### src/hw/rtl/calibration_curve_interpolator_unit_macros.svh
// Assertion macros for the calibration curve interpolator.
// Included by the top level; depends on nothing else.
`ifndef CALIBRATION_CURVE_INTERPOLATOR_UNIT_MACROS_SVH
`define CALIBRATION_CURVE_INTERPOLATOR_UNIT_MACROS_SVH

// same-cycle implication
`define CCINT_ASSERT_IMPL(label, clk_sig, rstn_sig, ante, cons, msg) \
    label: assert property (@(posedge clk_sig) disable iff (!rstn_sig) (ante) |-> (cons)) \
        else $error(msg);

// next-cycle implication
`define CCINT_ASSERT_NEXT(label, clk_sig, rstn_sig, ante, cons, msg) \
    label: assert property (@(posedge clk_sig) disable iff (!rstn_sig) (ante) |=> (cons)) \
        else $error(msg);

`endif

### src/hw/rtl/ccint_ram.sv
// Generic single-write, single-read RAM with registered read data.
// No dependencies.
module ccint_ram #(
    parameter int WIDTH = 32,
    parameter int DEPTH = 32
) (
    input  logic                     clk,
    input  logic                     we,
    input  logic [$clog2(DEPTH)-1:0] waddr,
    input  logic [WIDTH-1:0]         wdata,
    input  logic [$clog2(DEPTH)-1:0] raddr,
    output logic [WIDTH-1:0]         rdata
);

    logic [WIDTH-1:0] mem_reg [DEPTH];
    logic [WIDTH-1:0] rdata_reg;

    always_ff @(posedge clk)
    begin
        if (we)
        begin
            mem_reg[waddr] <= wdata;
        end
        rdata_reg <= mem_reg[raddr];
    end

    assign rdata = rdata_reg;

endmodule

### config.mk
export PLATFORM = sky130hd
export DESIGN_NAME = ccint_ram
export DESIGN_NICKNAME = d
export VERILOG_FILES = /design/src/hw/rtl/calibration_curve_interpolator_unit_macros.svh /design/src/hw/rtl/ccint_ram.sv
export SDC_FILE = /design/constraint.sdc
export NUM_CORES = 1
export LEC_CHECK = 0
export BUFFER_PORTS_ARGS = -buffer_cell sky130_fd_sc_hd__buf_2
export CAP_MARGIN = 0
export CORE_UTILIZATION = 48
export CTS_CLUSTER_DIAMETER = 40
export DETAILED_ROUTE_END_ITERATION = 10
export GPL_ROUTABILITY_DRIVEN = 0
export HOLD_SLACK_MARGIN = 0.06
export SYNTH_ARGS = -nofsm -noshare
export SYNTH_HDL_FRONTEND = slang
export SYNTH_SLANG_ARGS = --single-unit
### constraint.sdc
create_clock -name clk -period 3.1 [get_ports clk]
set_input_delay 0.31 -clock clk [delete_from_list [all_inputs] [get_ports clk]]
set_output_delay 0.31 -clock clk [all_outputs]
set_load 0.1 [all_outputs]
==> qor.txt, run 1 <==
================================================================================
Effective utilization at floorplan                                         0.485
Site Rows                                                                    106
Fmax                                                                     488 MHz
Number of nets at the end of the flow                                       2480
Signal arrival time at the worst endpoint                                1.74 ns
VDD IR-drop max                                                           555 uV
Final setup violation count                                                    0
Finished Cell Area                                                   0.0472 mm^2
Count of port buffers added during placement                                  75
Kind of end point of the critical path                               output port
Worst R2R Setup Slack                                                    1.41 ns
Proportion of layout cells with a drive suffix above 1                     0.163
Start point of the worst min-delay path                                wdata[12]
Final max-slew violation count                                                 0
Count of maximum capacitance violations                                        0
Total number of vias                                                       21400
First-pass GRT wire length                                                148 mm
Fin. Hold Viols                                                                0
DRC errors left                                                                0
Number of buffer and inverter stages on the critical path                      1
Final Critical Period                                                    2.05 ns
Tot Pwr                                                                 0.0331 W
Number of instances in the synthesized netlist                              2260
Floorplan die width                                                       292 um
Number of different library cells in the post-synthesis netlist               25
Depth of the worst hold-timing path                                            1
Clock-pin transition on the worst setup and hold timing paths            0.06 ns
Postcts setup bufs                                                             0
Crit path required time                                                  2.79 ns
Number of clock sinks                                                       1056
Post-Route Hold Slack                                                   0.100 ns
Capture instance of the worst register-to-register path             rdata[8]$_DFF_P_
I/O Pins                                                                      76
Dpl hpwl                                                                 55.3 mm
Total of flip-flops plus latches after synthesis                            1056
Overall track demand over capacity in global routing                       0.241
Depth of the CTS H-tree                                                        4
Max-slew headroom                                                          0.362
Leftover overflow at the end of global routing                                 0
Worst hold-check path type                                          input pin to flop
Placed cell area                                                     0.0428 mm^2
Leakage Power                                                            16.6 nW
Total length of routed wires                                              102 mm
Root Buffer Master                                                  sky130_fd_sc_hd__clkbuf_16
Synth warn                                                                     0
Maximum fanout along the worst path                                            1
Clock skew after layout                                                0.0262 ns
Area growth, synth to finish                                               16.7%
Chip height                                                               292 um
Core Box Area                                                        0.0836 mm^2
Setup repair after global routing missed its margin                        false
Final sum of negative setup slack                                           0 ns
Synthesized area divided by synthesized cell count                     17.9 um^2
Endpoint of the worst hold path                                     mem_reg[9][12]$_DFFE_PP_
Crit path kind                                                      flop to output port
CP max stage cell                                                   sky130_fd_sc_hd__dfxtp_1
Part of the Yosys area used for sequential elements                        0.775
Post-Syn Nets                                                               2304
Number of buffers inserted by hold repair at cts                               1
Maximum buffer depth of the clock tree                                         3
Per-cell routed wire length                                              28.2 um
Number of global-route vias before repair                                  21700
Pre-Repair DR Iteration Count                                                  7
Post-Syn Area                                                        0.0405 mm^2
List of cells traversed by the critical path                               buf_2
Number of flip-flops under the largest register name                        1024
CTS resizes                                                                    0
Status                                                              finished, final reports clean
Antenna Nets Post-Route                                                        0
Worst Tran Pin Value                                                    0.957 ns
Commonest non-fill, non-tap cell in the layout                      sky130_fd_sc_hd__edfxtp_1
Launch instance of the worst register-to-register path              mem_reg[19][8]$_DFFE_PP_
Power per Cell Area                                                  701 mW/mm^2
Period utilisation layout                                                  0.661
Die Area                                                             0.0855 mm^2
Slowest cell delay on critical path                                      0.53 ns
Via density                                                                 5.91
Worst-Skew Late Latency                                                  0.72 ns
Violation count after the first detailed-route iteration                    2181
Crit path launch type                                                       flop
Highest-count cells in the layout ignoring fill and taps            1024 x sky130_fd_sc_hd__edfxtp_1, 512 x sky130_fd_sc_hd__mux2i_1, 135 x sky130_fd_sc_hd__clkbuf_16
Clock tree from TritonCTS                                                    yes
Logic depth of the worst register-to-register path                             4
Initial antenna violation count                                                5
Total clock buffers created by CTS                                           130
Kind of cell with the highest combined delay on the critical path     flip-flops
Largest net degree at the start of global routing                             65
================================================================================
-- metrics by stage --
| step | std cells | util | setup slack (ns) |
|---|---|---|---|
| 6_report | 3625 | 0.565 | 1.05 |
| 5_1_grt | 3624 | 0.565 | 1.04 |
| 4_1_cts | 3624 | 0.565 | 1.03 |
| 3_5_place_dp | 3383 | 0.512 | 0.689 |
| 3_3_place_gp | 3383 | 0.512 | 0.660 |
| 2_1_floorplan | 2260 | - | 0.356 |
-- per-layer routing --
metal	share of wire	track usage	wire length (um)
met3	0.065	0.0474	6690
met5	0.00054	0	55
met2	0.49	0.392	49600
met1	0.42	0.326	42900
met4	0.029	0.0820	2990
-- cells in the mapped netlist --
cell type / instances / area (um^2)
sky130_fd_sc_hd__a22o_1: 64 / 561
sky130_fd_sc_hd__nand3_1: 98 / 490
sky130_fd_sc_hd__a31oi_1: 32 / 200
sky130_fd_sc_hd__mux2i_1: 512 / 5120
sky130_fd_sc_hd__edfxtp_1: 1024 / 30700
sky130_fd_sc_hd__dfxtp_1: 32 / 641
sky130_fd_sc_hd__a21oi_1: 96 / 480
sky130_fd_sc_hd__nand2_1: 98 / 368
sky130_fd_sc_hd__clkbuf_1: 46 / 173
sky130_fd_sc_hd__buf_1: 5 / 18.8
sky130_fd_sc_hd__nand2b_1: 2 / 12.5
sky130_fd_sc_hd__nor3_1: 32 / 160
sky130_fd_sc_hd__nand3b_1: 5 / 37.5
sky130_fd_sc_hd__or2_2: 1 / 6.26
sky130_fd_sc_hd__and2_1: 1 / 6.26
sky130_fd_sc_hd__and2b_1: 1 / 7.51
sky130_fd_sc_hd__nor2_1: 34 / 128
sky130_fd_sc_hd__or3_1: 1 / 6.26
sky130_fd_sc_hd__nor2b_1: 1 / 6.26
sky130_fd_sc_hd__clkbuf_4: 2 / 15.0
sky130_fd_sc_hd__buf_2: 26 / 130
sky130_fd_sc_hd__or3b_2: 3 / 26.3
sky130_fd_sc_hd__buf_4: 33 / 248
sky130_fd_sc_hd__buf_6: 15 / 169
sky130_fd_sc_hd__a22oi_1: 96 / 721
-- final cells by class --
type	instances	area (um^2)
fillers	6293	36300
flip-flops and latches	1056	31400
multi-input cells	1077	8610
clock buffers	167	3530
repair buffers	171	1470
well taps	1080	1350
clock inverters	73	882
diodes	1	2.50
-- report_power, final --
group	switching [W]	leakage [nW]	internal [W]
sequential	0.0000759	9.49	0.0159
combinational	0.00142	4.98	0.000509
clock	0.00584	2.12	0.00939
total	0.00734	16.6	0.0258
-- kinds of logic (layout without fill, tap and decap cells) --
group                  count (synthesis)  after routing  synth area share
DFF                                 1056           1056             0.775
other                                  0              1                 0
buffers and inverters                127            411            0.0186
and+or+nand+nor                      277            277            0.0310
AOI/OAI and AO/OA                    288            288            0.0485
muxes                                512            512             0.127
-- how the worst max path moves through the flow --
stage                           startpoint                       end  slack, ns  cells after the start
final                     rdata[4]$_DFF_P_                  rdata[4]       1.05                      1
after global routing      rdata[4]$_DFF_P_                  rdata[4]       1.04                      1
after CTS                 rdata[4]$_DFF_P_                  rdata[4]       1.03                      1
after detailed placement          raddr[0]          rdata[9]$_DFF_P_       0.69                      7
after global placement            raddr[0]          rdata[9]$_DFF_P_       0.66                      7
after floorplan                   waddr[1]  mem_reg[12][0]$_DFFE_PP_       0.36                      3
Note: power is estimated with default switching activity, not from simulation.
==> run 2: changes to the inputs <==
==> constraint.sdc (replaced) <==
create_clock -name clk -period 2.1 [get_ports clk]
set_input_delay 0.21 -clock clk [delete_from_list [all_inputs] [get_ports clk]]
set_output_delay 0.21 -clock clk [all_outputs]
set_load 0.1 [all_outputs]
==> run 2 against run 1 <==
Final cell count rose by 2.4%. Clock skew fell by 0.00069 ns. Sequential power rose by 47%. Largest cell class unchanged.
==> qor.txt, run 2 (same netlist as run 1, synthesis figures left out) <==
================================================================================
Finished Cell Area                                                   0.0484 mm^2   was 0.0472 mm^2
DRC errors left                                                                0   unchanged
Core Box Area                                                        0.0836 mm^2   unchanged
Total clock buffers created by CTS                                           130   unchanged
Effective utilization at floorplan                                         0.485   unchanged
Launch instance of the worst register-to-register path              mem_reg[1][31]$_DFFE_PP_   was mem_reg[19][8]$_DFFE_PP_
I/O Pins                                                                      76   unchanged
Commonest non-fill, non-tap cell in the layout                      sky130_fd_sc_hd__edfxtp_1   unchanged
Status                                                              finished, final reports clean   unchanged
Clock tree from TritonCTS                                                    yes   unchanged
Crit path required time                                                  1.89 ns   was 2.79 ns
Initial antenna violation count                                                5   unchanged
Worst-Skew Late Latency                                                  0.71 ns   was 0.72 ns
Worst Tran Pin Value                                                    0.738 ns   was 0.957 ns
Kind of end point of the critical path                               output port   unchanged
Via density                                                                 5.80   was 5.91
Number of clock sinks                                                       1056   unchanged
Maximum buffer depth of the clock tree                                         3   unchanged
Antenna Nets Post-Route                                                        0   unchanged
Fin. Hold Viols                                                                0   unchanged
Smallest setup slack after layout                                       0.226 ns   was 1.05 ns
Capture instance of the worst register-to-register path             rdata[31]$_DFF_P_   was rdata[8]$_DFF_P_
Total length of routed wires                                              101 mm   was 102 mm
Setup repair after global routing missed its margin                        false   unchanged
Start point of the worst min-delay path                                 raddr[2]   was wdata[12]
Depth of the CTS H-tree                                                        4   unchanged
Number of nets at the end of the flow                                       2574   was 2480
Maximum fanout along the worst path                                            2   was 1
Signal arrival time at the worst endpoint                                1.66 ns   was 1.74 ns
Dpl hpwl                                                                 58.6 mm   was 55.3 mm
Final Critical Period                                                    1.87 ns
Kind of cell with the highest combined delay on the critical path   buffers and inverters   was flip-flops
Worst R2R Setup Slack                                                    0.55 ns   was 1.41 ns
Leftover overflow at the end of global routing                                 0   unchanged
Power per Cell Area                                                 1000 mW/mm^2   was 701 mW/mm^2
Period utilisation layout                                                  0.892
Leakage Power                                                            17.1 nW   was 16.6 nW
Worst hold-check path type                                          input pin to flop   unchanged
Crit path launch type                                                       flop   unchanged
Pre-Repair DR Iteration Count                                                  5   was 7
Fmax                                                                     534 MHz
Floorplan die width                                                       292 um   unchanged
VDD IR-drop max                                                          1100 uV   was 555 uV
Number of flip-flops under the largest register name                        1024   unchanged
Depth of the worst hold-timing path                                            6   was 1
Crit path kind                                                      flop to output port   unchanged
Final setup violation count                                                    0   unchanged
Logic depth of the worst register-to-register path                             5   was 4
Clock skew after layout                                                0.0255 ns   was 0.0262 ns
Final max-slew violation count                                                 0   unchanged
Number of global-route vias before repair                                  21800   was 21700
Total number of vias                                                       21500   was 21400
Clock-pin transition on the worst setup and hold timing paths            0.05 ns   was 0.06 ns
Endpoint of the worst hold path                                     rdata[5]$_DFF_P_   was mem_reg[9][12]$_DFFE_PP_
CP max stage cell                                                   sky130_fd_sc_hd__buf_2   was sky130_fd_sc_hd__dfxtp_1
Highest-count cells in the layout ignoring fill and taps            1024 x sky130_fd_sc_hd__edfxtp_1, 512 x sky130_fd_sc_hd__mux2i_1, 132 x sky130_fd_sc_hd__clkbuf_16   was 1024 x sky130_fd_sc_hd__edfxtp_1, 512 x sky130_fd_sc_hd__mux2i_1, 135 x sky130_fd_sc_hd__clkbuf_16
CTS resizes                                                                    0   unchanged
Per-cell routed wire length                                              27.2 um   was 28.2 um
Max-slew headroom                                                          0.504   was 0.362
Placed cell area                                                     0.0438 mm^2   was 0.0428 mm^2
Worst setup slack before clock tree synthesis                          0.0271 ns   was 0.689 ns
Filler cell count                                                           6193   was 6293
Chip height                                                               292 um   unchanged
Root Buffer Master                                                  sky130_fd_sc_hd__clkbuf_16   unchanged
Area growth, synth to finish                                               19.6%   was 16.7%
Count of maximum capacitance violations                                        0   unchanged
Die Area                                                             0.0855 mm^2   unchanged
List of cells traversed by the critical path                               buf_2   unchanged
Violation count after the first detailed-route iteration                    2035   was 2181
Site Rows                                                                    106   unchanged
Largest net degree at the start of global routing                             47   was 65
Count of port buffers added during placement                                  75   unchanged
Number of buffer and inverter stages on the critical path                      1   unchanged
First-pass GRT wire length                                                146 mm   was 148 mm
Overall track demand over capacity in global routing                       0.238   was 0.241
Proportion of layout cells with a drive suffix above 1                     0.180   was 0.163
Slowest cell delay on critical path                                      0.49 ns   was 0.53 ns
================================================================================
-- run 2: cell types whose count changed in the layout (fill, tap and decap cells not counted), sizes merged, moves of 2 or more --
| cell | previous run | this run |
|---|---|---|
| clkinv | 32 | 41 |
| buf | 170 | 233 |
| inv | 14 | 12 |
| clkbuf | 167 | 158 |
| bufinv | 15 | 12 |
| dlygate4sd3 | 1 | 32 |
-- run 2: repair_timing --
item | in CTS | in global routing
hold endpoints to repair | 987 | 0
buffers inserted | 0 | 0
hold buffers | 32 | 0
-- run 2: worst max-delay path by stage --
stage,slack [ns],cells after the start,from,to
CTS,0.17,1,rdata[14]$_DFF_P_,rdata[14]
global placement,0.05,8,raddr[0],rdata[10]$_DFF_P_
detailed placement,0.03,8,raddr[0],rdata[10]$_DFF_P_
floorplan,-0.44,2,waddr[3],mem_reg[18][0]$_DFFE_PP_
global route,0.18,1,rdata[12]$_DFF_P_,rdata[12]
finish,0.23,1,rdata[14]$_DFF_P_,rdata[14]
-- run 2: cell type report --
class / count / area, um^2 / area share
antenna: 1 / 2.50 / 0.0000517
clock inverter: 76 / 913 / 0.0189
timing repair buffer: 265 / 2730 / 0.0564
tap: 1080 / 1350 / 0.0279
sequential: 1056 / 31400 / 0.648
clock buffer: 158 / 3410 / 0.0705
multi-input combinational: 1077 / 8610 / 0.178
-- run 2: report_power, final --
| part | total [W] | switching (W) | internal, W |
|---|---|---|---|
| clock network | 0.0220 | 0.00875 | 0.0132 |
| registers | 0.0236 | 0.000122 | 0.0234 |
| logic | 0.00300 | 0.00210 | 0.000893 |
| total | 0.0486 | 0.0110 | 0.0376 |
-- run 2: stage by stage --
stage               power (W)  cells  hold slack, ns   util  setup TNS, ns
floorplan              0.0258   2260           0.309      -        -225.48
detailed placement     0.0270   3446           0.584  0.524              0
CTS                    0.0489   3712           0.102  0.579              0
global route           0.0499   3712           0.188  0.579              0
finish                 0.0486   3713           0.156  0.579              0
global placement       0.0269   3446           0.580  0.524              0
-- run 2: layer usage --
layer / global-route usage / share of wire / up-vias / routed length (um)
li1: - / - / 9571 / -
met1: 0.329 / 0.43 / 11100 / 43200
met2: 0.388 / 0.49 / 697 / 49200
met3: 0.0413 / 0.060 / 166 / 6100
met4: 0.0721 / 0.025 / 2 / 2500
met5: 0 / 0.00012 / - / 12
