[config.mk]
export PLATFORM = sky130hd
export DESIGN_NAME = ccint_div
export DESIGN_NICKNAME = d
export VERILOG_FILES = /design/src/hw/rtl/calibration_curve_interpolator_unit_macros.svh /design/src/hw/rtl/ccint_pkg.sv /design/src/hw/rtl/ccint_div.sv
export SDC_FILE = /design/constraint.sdc
export NUM_CORES = 1
export LEC_CHECK = 0
export BUFFER_PORTS_ARGS = -buffer_cell sky130_fd_sc_hd__buf_2
export CAP_MARGIN = 20
export CORE_MARGIN = 1
export CORE_UTILIZATION = 55
export DETAILED_ROUTE_END_ITERATION = 7
export PLACE_DENSITY = 0.78
export SLEW_MARGIN = 15
export SYNTH_ARGS = -nofsm -noshare
export SYNTH_HDL_FRONTEND = slang
export SYNTH_SLANG_ARGS = --single-unit
[constraint.sdc]
create_clock -name clk -period 4.2 [get_ports clk]
set_input_delay 0.63 -clock clk [delete_from_list [all_inputs] [get_ports clk]]
set_output_delay 0.63 -clock clk [all_outputs]
set_load 0.005 [all_outputs]
[src/hw/rtl/calibration_curve_interpolator_unit_macros.svh]
// Assertion macros for the calibration curve interpolator.
// Included by the top level; depends on nothing else.
`ifndef CALIBRATION_CURVE_INTERPOLATOR_UNIT_MACROS_SVH
`define CALIBRATION_CURVE_INTERPOLATOR_UNIT_MACROS_SVH

// same-cycle implication
`define CCINT_ASSERT_IMPL(label, clk_sig, rstn_sig, ante, cons, msg) \
    label: assert property (@(posedge clk_sig) disable iff (!rstn_sig) (ante) |-> (cons)) \
        else $error(msg);

// next-cycle implication
`define CCINT_ASSERT_NEXT(label, clk_sig, rstn_sig, ante, cons, msg) \
    label: assert property (@(posedge clk_sig) disable iff (!rstn_sig) (ante) |=> (cons)) \
        else $error(msg);

`endif

[src/hw/rtl/ccint_pkg.sv]
// Shared constants, types and helpers for the calibration curve interpolator.
// No dependencies; imported by the interpolator top level and ccint_div.
package ccint_pkg;

    localparam int MAX_POINTS = 32;
    localparam int IDX_W      = $clog2(MAX_POINTS);
    localparam int CNT_W      = $clog2(MAX_POINTS + 1);

    localparam int KIND_W  = 2;
    localparam int ENTRY_W = 5;
    localparam int DATA_W  = 32;
    localparam int SEG_W   = 5;
    localparam int FRAC_W  = 16;
    localparam int PC_W    = 6;
    localparam int FMT_W   = 3;
    localparam int PCX_W   = (PC_W > CNT_W) ? PC_W : CNT_W;

    localparam int IN_TDATA_W  = ((ENTRY_W + DATA_W + 7) / 8) * 8;
    localparam int OUT_FIELD_W = DATA_W + SEG_W + FRAC_W;
    localparam int OUT_TDATA_W = ((OUT_FIELD_W + 7) / 8) * 8;

    // item kinds
    localparam logic [KIND_W-1:0] KIND_LOAD_BP   = 2'd0;
    localparam logic [KIND_W-1:0] KIND_LOAD_CELL = 2'd1;
    localparam logic [KIND_W-1:0] KIND_LOOKUP    = 2'd2;

    // cell formats
    localparam logic [FMT_W-1:0] FMT_Q16 = 3'd0;
    localparam logic [FMT_W-1:0] FMT_U8  = 3'd1;
    localparam logic [FMT_W-1:0] FMT_U16 = 3'd2;
    localparam logic [FMT_W-1:0] FMT_S8  = 3'd3;
    localparam logic [FMT_W-1:0] FMT_S16 = 3'd4;

    // configuration register indexes
    localparam int CFG_IDX_W = 3;
    localparam logic [CFG_IDX_W-1:0] REG_POINT_COUNT   = 3'd0;
    localparam logic [CFG_IDX_W-1:0] REG_CELL_FORMAT   = 3'd1;
    localparam logic [CFG_IDX_W-1:0] REG_RESULT_SCALE  = 3'd2;
    localparam logic [CFG_IDX_W-1:0] REG_RESULT_OFFSET = 3'd3;
    localparam logic [CFG_IDX_W-1:0] REG_RAW_MODE      = 3'd4;

    localparam logic [PC_W-1:0]          RST_POINT_COUNT   = 6'd2;
    localparam logic [FMT_W-1:0]         RST_CELL_FORMAT   = FMT_Q16;
    localparam logic signed [DATA_W-1:0] RST_RESULT_SCALE  = 32'sd65536;
    localparam logic signed [DATA_W-1:0] RST_RESULT_OFFSET = 32'sd0;

    localparam logic signed [DATA_W-1:0] INT32_MAX = 32'sh7FFF_FFFF;
    localparam logic signed [DATA_W-1:0] INT32_MIN = 32'sh8000_0000;

    typedef struct packed {
        logic              start;
        logic [DATA_W-1:0] numer;
        logic [DATA_W-1:0] denom;
    } div_req_t;

    typedef struct packed {
        logic              done;
        logic [FRAC_W-1:0] quot;
    } div_rsp_t;

    // stored cell bits to Q16.16, one bit of headroom for u16
    function automatic logic signed [DATA_W:0] cell_value(
        input logic [DATA_W-1:0] raw,
        input logic [FMT_W-1:0]  fmt
    );
        logic signed [DATA_W:0] v;
        unique case (fmt)
            FMT_U8:  v = signed'({9'b0, raw[7:0], 16'b0});
            FMT_U16: v = signed'({1'b0, raw[15:0], 16'b0});
            FMT_S8:  v = signed'({{9{raw[7]}}, raw[7:0], 16'b0});
            FMT_S16: v = signed'({raw[15], raw[15:0], 16'b0});
            default: v = signed'({raw[DATA_W-1], raw});
        endcase
        return v;
    endfunction

endpackage

[src/hw/rtl/ccint_div.sv]
// Radix-2 restoring divider for the segment fraction, one quotient bit per cycle.
// Depends on ccint_pkg. Requires numer < denom, so the quotient fits FRAC_W bits.
module ccint_div
    import ccint_pkg::*;
(
    input  logic     clk,
    input  logic     rst_n,
    input  div_req_t req,
    output div_rsp_t rsp
);

    localparam int STEP_W = $clog2(FRAC_W + 1);

    logic              busy_reg;
    logic              done_reg;
    logic [STEP_W-1:0] cnt_reg;
    logic [DATA_W-1:0] rem_reg;
    logic [DATA_W-1:0] den_reg;
    logic [FRAC_W-1:0] quot_reg;

    logic [DATA_W:0]   trial;
    logic              ge;

    assign trial = {rem_reg, 1'b0};
    assign ge    = (trial >= {1'b0, den_reg});

    always_ff @(posedge clk or negedge rst_n)
    begin
        if (!rst_n)
        begin
            busy_reg <= 1'b0;
            done_reg <= 1'b0;
            cnt_reg  <= '0;
        end
        else
        begin
            done_reg <= 1'b0;
            if (req.start)
            begin
                busy_reg <= 1'b1;
                cnt_reg  <= STEP_W'(FRAC_W);
            end
            else if (busy_reg)
            begin
                cnt_reg <= cnt_reg - STEP_W'(1);
                if (cnt_reg == STEP_W'(1))
                begin
                    busy_reg <= 1'b0;
                    done_reg <= 1'b1;
                end
            end
        end
    end

    always_ff @(posedge clk)
    begin
        if (req.start)
        begin
            rem_reg  <= req.numer;
            den_reg  <= req.denom;
            quot_reg <= '0;
        end
        else if (busy_reg)
        begin
            // remainder stays below the divisor, so it fits DATA_W bits
            rem_reg  <= ge ? DATA_W'(trial - {1'b0, den_reg}) : DATA_W'(trial);
            quot_reg <= {quot_reg[FRAC_W-2:0], ge};
        end
    end

    assign rsp.done = done_reg;
    assign rsp.quot = quot_reg;

endmodule
==> summary.md, run 1 <==
| Metric | Value |
|---|---|
| Status | `complete, no violations` |
| TritonCTS clock tree | `built` |
| R2r endpoint | `rem_reg[14]` |
| Worst Tran Pin Value | `841.8 ps` |
| Final nets | `733` |
| Die Ht | `101.3 um` |
| All-Layer GR Usage | `0.2466` |
| GP Congestion | `1.045` |
| Post-Route Skew | `9.954 ps` |
| GRT overflow | `0` |
| Setup slack after layout | `788.3 ps` |
| CP required | `4410 ps` |
| Setup violations, final | `0` |
| Pins Over Slew Limit | `0` |
| Vias | `4407` |
| R2R setup slack | `790 ps` |
| Area Overhead vs Synth | `11.71%` |
| Initial antenna violation count | `0` |
| Worst-path cell chain | `ha_1 > a21o_1 > a21o_1 > a311o_2 > nor4b_4 > nor4_4 > nor2_2 > buf_4 > nand2_1 > a31oi_1` |
| Cell with the most instances after synthesis | `nand2_1` |
| Maximum vdd drop | `0.2782 mV` |
| Final hold vios | `0` |
| Antenna viol nets, final | `0` |
| Cell area after synthesis | `5428 um^2` |
| Cell depth of the worst flop-to-flop path | `10` |
| Seq/Total Area, Yosys | `0.4454` |
| Hold_ws | `70.84 ps` |
| Ports | `84` |
| Clock transition at path regs | `roughly 90 ps` |
| CP max stage delay | `approximately 480 ps` |
| Leak pwr | `2.800 nW` |
| Pwr Density | `a little under 700 nW/um^2` |
| Flop and latch count out of synthesis | `87` |
| H-tree Lvls | `3` |
| Yosys cell types | `64` |
| Share of layout cells above drive strength 1 | `0.1840` |
| CP startpoint kind | `flip-flop` |
| DP Worst Slack | `~820 ps` |
| First-pass GRT wire length | `19940 um` |
| Hold WC Path Type | `in2async` |
| Root Driver | `clkbuf_8` |
| Total of cells resized after clock tree synthesis | `0` |
| WS Path Type | `reg2reg` |
| Starting density of the core | `0.5765` |
| Largest cells by area after synthesis | `edfxtp_1 35%, ha_1 7.8%, dfxtp_1 5.9%, nand2_1 4.6%, nor2_1 3.3%` |
| Top FF cell, synth | `edfxtp_1` |
| Die Wd | `101.3 um` |
| Final period utilization | `0.8123` |
| FF+latch area | `2417 um^2` |
| Detailed Routing Iterations Pass 1 | `4` |
| Post-Synthesis Cells | `560` |
| CP max-delay cell | `nor2_2` |
| Inst Count DP | `about 750` |
| PortBufs | `83` |
| Clk buf depth | `2` |
| RSZ-0062 raised after global routing | `no` |
| Vias in the first global route | `4501` |
| Endpoint class of the critical path | `flip-flop` |
| Die area | `10270 um^2` |
| Row cnt | `35` |
| Count of non-filler cells in the finished layout | `765` |
| Ys async rst share | `0.08046` |
| Critical R2R Launch | `rem_reg[18]` |
| Synth top cells by count | `66 x nand2_1, 64 x edfxtp_1, 48 x nor2_1` |
| Largest net degree at the start of global routing | `75` |
| Max frequency | `293.1 MHz` |
| Top cell type's share of synthesized area | `0.3541` |
| Setup TNS | `0 ps` |
| Synthesized net count | `662` |
| Relative slew slack | `0.4388` |
| CTS buffer count | `9` |
| Synthesis Warnings | `0` |
| Antenna diodes | `0` |
| Worst-path maximum fanout | `17` |
| Fillers | `approximately 780` |
| Critical path data arrival time | `3620 ps` |
| Total wire length | `roughly 12000 um` |
| Wire per inst | `15.47 um` |
| Fin crit period | `3412 ps` |
| Hold-fix buffers at CTS | `0` |
| Yosys top cell by area | `edfxtp_1` |
| DP HPWL | `~8500 um` |
| Finished Core Util | `0.6440` |
| Max cap viols | `0` |
| Clock Latency Late Sink | `370 ps` |
| Setup Fix Bufs, Post-CTS | `0` |
| Multi-input gate area | `2706 um^2` |
| Core Area | `about 9400 um^2` |
| Post-synth EDFFs | `between 60 and 70` |
| Iteration-0 DRC Markers | `158` |
| CTS Sinks | `between 80 and 90` |
| # DRC | `0` |
| Vias per inst | `just under 6` |
| Synth Area per Inst | `between 9 and 10 um^2` |
| Most frequent cell on the critical path | `a21o_1` |
## power breakdown
part,switching [W],internal (W)
sequential,0.000128,0.00119
clock,0.000325,0.000226
combinational,0.00133,0.000930
total,0.00178,0.00235
## metal layers
layer  vias up  GRT usage  wire, um
li1       2170          -         -
met1      2080     0.3043      5361
met2       136     0.4265      5683
met3        21    0.05590       596
met4         0    0.08361       195
met5         -          0         0
## how the worst max path moves through the flow
stage / startpoint / end / slack, ps / cells after the start
finish: rem_reg[18] / rem_reg[14] / 790 / 10
global placement: rem_reg[9] / rem_reg[1] / 930 / 9
CTS: rem_reg[18] / rem_reg[14] / 790 / 10
global route: rem_reg[18] / rem_reg[14] / 610 / 10
detailed placement: rem_reg[18] / rem_reg[14] / 820 / 10
floorplan: rem_reg[10] / rem_reg[1] / 1210 / 11
## critical path, delay by kind of cell, from the launching register on
| family | cells | cell delay [ps] |
|---|---|---|
| AOI/OAI and AO/OA | 4 | 1070 |
| and+or+nand+nor | 4 | 1000 |
| buffers and inverters | 1 | 350 |
| DFF | 1 | 400 |
| adders and majority gates | 1 | 410 |
## kinds of logic (layout without fill, tap and decap cells)
family | Yosys count | after routing | synth area share
xor+xnor | 27 | 27 | 0.04357
mux | 18 | 18 | 0.03412
flops | 87 | 87 | 0.4454
simple gates | 181 | 181 | 0.1618
buf+inv | 68 | 144 | 0.05601
fa+ha+maj | 35 | 35 | 0.08207
compound gates | 144 | 144 | 0.1770
## cells in the final DEF (no fill, tap or decap), types with 12 or more instances in the layout
| master | netlist | routed |
|---|---|---|
| dfxtp_1 | 16 | 16 |
| mux2i_1 | 17 | 17 |
| nor3_1 | 13 | 13 |
| edfxtp_1 | 64 | 64 |
| a31oi_1 | 20 | 20 |
| xor2_1 | 12 | 12 |
| a21o_1 | 17 | 17 |
| o21ai_0 | 14 | 14 |
| nand2_1 | 66 | 66 |
| a21oi_1 | 35 | 35 |
| buf_2 | 3 | 83 |
| ha_1 | 34 | 34 |
| xnor2_1 | 15 | 15 |
| nor2_1 | 48 | 48 |
| inv_1 | 41 | 41 |
## area by class of cell
class	count	area share
timing repair buffer	87	0.07346
clock buffer	10	0.02105
tap	129	0.02662
sequential	87	0.3987
multi-input combinational	405	0.4463
clock inverter	6	0.008461
inverter	41	0.02538
## per-stage QoR
stage	instance area [um^2]	power, W
after CTS	6063	0.004130
after global placement	5884	0.003485
after global routing	6063	0.004459
after floorplan	5428	0.003146
after detailed placement	5884	0.003559
final	6063	0.004136
No activity file was read; power rests on OpenSTA's default activity.
==> run 2, diff against run 1 <==
Settings changed: ABC_AREA set to 1, CORE_UTILIZATION 55 to 53, PLACE_DENSITY 0.78 to 0.77.
Clock period 4.2 ns to 2.9 ns, I/O delays scaled along.
==> run 2 against run 1 <==
Effect of this change: the flow now finishes with violations (DRC); combinational power grew 73%; core utilization shrank 2.4 points; die area grew 20%; final cell count grew 49%; worst hold slack gained 170 ps; final area grew 18%; clock skew grew 4.1 ps; first-iteration DRC count grew 49%; register-to-register slack lost 450 ps; clock power grew 110%; critical path type unchanged; largest power group unchanged.
==> summary.md, run 2 <==
| Metric | Value |
|---|---|
| Status | `finished with violations` |
| Failing checks | `DRC` |
| Hold WC Path Type | `in2reg` |
| # DRC | `9` |
| Max cap viols | `0` |
| First-pass GRT wire length | `about 25000 um` |
| Seq/Total Area, Yosys | `0.3842` |
| Final period utilization | `0.8824` |
| TritonCTS clock tree | `built` |
| Post-Synth Adder-Cell Area | `0.07079` |
| Root Driver | `clkbuf_16` |
| Pins Over Slew Limit | `0` |
| Clock Latency Late Sink | `370 ps` |
| Post-Synthesis Cells | `905` |
| Synthesized net count | `1007` |
| Final hold vios | `0` |
| Synth Area in XOR/XNOR | `0.01949` |
| Post-Layout Inst Area | `slightly above 7000 um^2` |
| Worst Tran Pin Value | `649.3 ps` |
| Commonest non-fill, non-tap cells in the layout | `338 x nand2_1, 177 x inv_1, 83 x buf_2, 72 x nand3_1, 64 x edfxtp_1` |
| CTS buffer count | `9` |
| Detailed Routing Iterations Pass 1 | `6` |
| Vias per inst | `between 4 and 5` |
| Critical path data arrival time | `2670 ps` |
| Yosys top cell by area | `edfxtp_1` |
| Share of layout cells above drive strength 1 | `0.1307` |
| Endpoint class of the critical path | `flip-flop` |
| Total wire length | `about 15000 um` |
| Ports | `84` |
| Die Ht | `around 110 um` |
| Antenna viol nets, final | `0` |
| WS Path Type | `reg2reg` |
| Pwr Density | `973.6 nW/um^2` |
| Wire per inst | `roughly 13 um` |
| Synth Area per Inst | `6.953 um^2` |
| Max frequency | `390.8 MHz` |
| FF+latch area | `about 2400 um^2` |
| Fillers | `around 1.1k` |
| Setup violations, final | `0` |
| Largest family of logic cells by synthesized area | `simple AND/OR/NAND/NOR gates` |
| RSZ-0062 raised after global routing | `no` |
| Top FF cell, synth | `edfxtp_1` |
| Antenna diodes | `0` |
| Fin crit period | `2559 ps` |
| Row cnt | `39` |
| Leak pwr | `3.917 nW` |
| Commonest non-fill, non-tap cell in the layout | `nand2_1` |
| Yosys cell types | `35` |
| Worst-path maximum fanout | `16` |
| Area Overhead vs Synth | `13.52%` |
| Top cell type's share of synthesized area | `0.3054` |
| Count of non-filler cells in the finished layout | `1138` |
| Largest net degree at the start of global routing | `49` |
| GP Congestion | `0.9834` |
| Synthesis Warnings | `0` |
| Cell area after synthesis | `6292 um^2` |
| CP required | `3010 ps` |
| DP HPWL | `between 10000 and 15000 um` |
| Maximum vdd drop | `0.7981 mV` |
| PortBufs | `83` |
| Synth top cells by count | `338 x nand2_1, 177 x inv_1, 72 x nand3_1` |
| GRT overflow | `0` |
| Synth Area in Simple Gates | `0.3543` |
| Die Wd | `111.0 um` |
| Largest cells by area after synthesis | `edfxtp_1 31%, nand2_1 20%, inv_1 11%, ha_1 6.8%, nand3_1 5.7%` |
| Multi-input gate area | `3052 um^2` |
| Ys async rst share | `0.08046` |
| Post-synth EDFFs | `64` |
| Vias in the first global route | `5417` |
| Clk buf depth | `2` |
| Starting density of the core | `0.5464` |
| CTS Sinks | `87` |
| Setup TNS | `0 ps` |
| Post-synthesis mux area share | `0` |
| Initial antenna violation count | `0` |
| Placement Cell Area | `6807 um^2` |
| Iteration-0 DRC Markers | `approximately 240` |
| All-Layer GR Usage | `0.2543` |
| Cell with the most instances after synthesis | `nand2_1` |
| Clock transition at path regs | `80 ps` |
| Flop and latch count out of synthesis | `87` |
| Synth Area in Compound Gates | `0.04037` |
| Vias | `roughly 5.6k` |
| CP startpoint kind | `flip-flop` |
| Relative slew slack | `0.5665` |
| H-tree Lvls | `3` |
| Final nets | `1092` |
| Inst Count DP | `about 1.1k` |
| Die area | `12310 um^2` |
| Core Area | `11520 um^2` |
| Post-Route Skew | `~14 ps` |
## run 2: logic make-up (layout without fill, tap and decap cells)
family          Yosys count  after routing
fa+ha+maj                35             35
flops                    87             87
compound gates           45             45
xor+xnor                 14             14
buf+inv                 207            297
simple gates            517            517
## run 2: report_power, final
group | switching, W | internal, W
sequential | 0.000155 | 0.00170
clock | 0.000571 | 0.000609
combinational | 0.00247 | 0.00144
total | 0.00320 | 0.00376
## run 2: through the flow
stage | util | power [W] | worst slack (ps) | hold slack [ps]
final | 0.6203 | 0.006954 | 340.9 | 237.4
after CTS | 0.6177 | 0.006890 | 213.6 | 226.9
after floorplan | - | 0.004877 | 493.4 | 139.4
after global placement | 0.5910 | 0.005617 | 304.5 | 276.1
after global routing | 0.6203 | 0.007623 | 175.1 | 228.9
after detailed placement | 0.5910 | 0.005672 | 224.8 | 275.9
## run 2: worst paths after layout
kind | startpoint | end | slack, ps | depth (start not counted)
max | rem_reg[27] | rem_reg[1] | 340 | 10
min | req[17] | den_reg[17] | 240 | 1
min in group asynchronous | rst_n | cnt_reg[0] | 460 | 2
max reg2reg | rem_reg[27] | rem_reg[1] | 340 | 10
min reg2reg | quot_reg[15] | quot_reg[15] | 460 | 2
max in group asynchronous | rst_n | busy_reg | 2280 | 2
## run 2: what timing repair did
action | CTS | global route
setup buffers | 0 | 4
gates resized for setup | 0 | 0
endpoints found under the setup margin | 0 | 1
hold buffers | 1 | 0
hold endpoints to repair | 7 | 0
## run 2: worst max-delay path, stage by stage (launching register included)
cell and delay (ps):
edfxtp_1 400, ha_1 380, a21oi_1 290, nand2_1 90, a21oi_1 170, nand2_1 120, nor2_4 280, buf_4 290
nand3_1 110, nand3_1 110, nand2_1 60
## run 2: cell type report
| type | count | share of cell area |
|---|---|---|
| Inverter | 188 | 0.09879 |
| Tap cell | 143 | 0.02505 |
| Sequential cell | 87 | 0.3384 |
| Multi-Input combinational cell | 611 | 0.4272 |
| Timing Repair Buffer | 93 | 0.06901 |
| Clock buffer | 9 | 0.03153 |
| Clock inverter | 7 | 0.009984 |
## run 2: layer usage
layer / wire length [um] / track usage / up-vias / part of all wire
li1: - / - / 2981 / -
met1: 6700 / 0.3200 / 2497 / 0.46
met2: 6535 / 0.4096 / 138 / 0.45
met3: 916 / 0.06616 / 33 / 0.063
met4: 443 / 0.1160 / 0 / 0.030
met5: 0 / 0 / - / 0
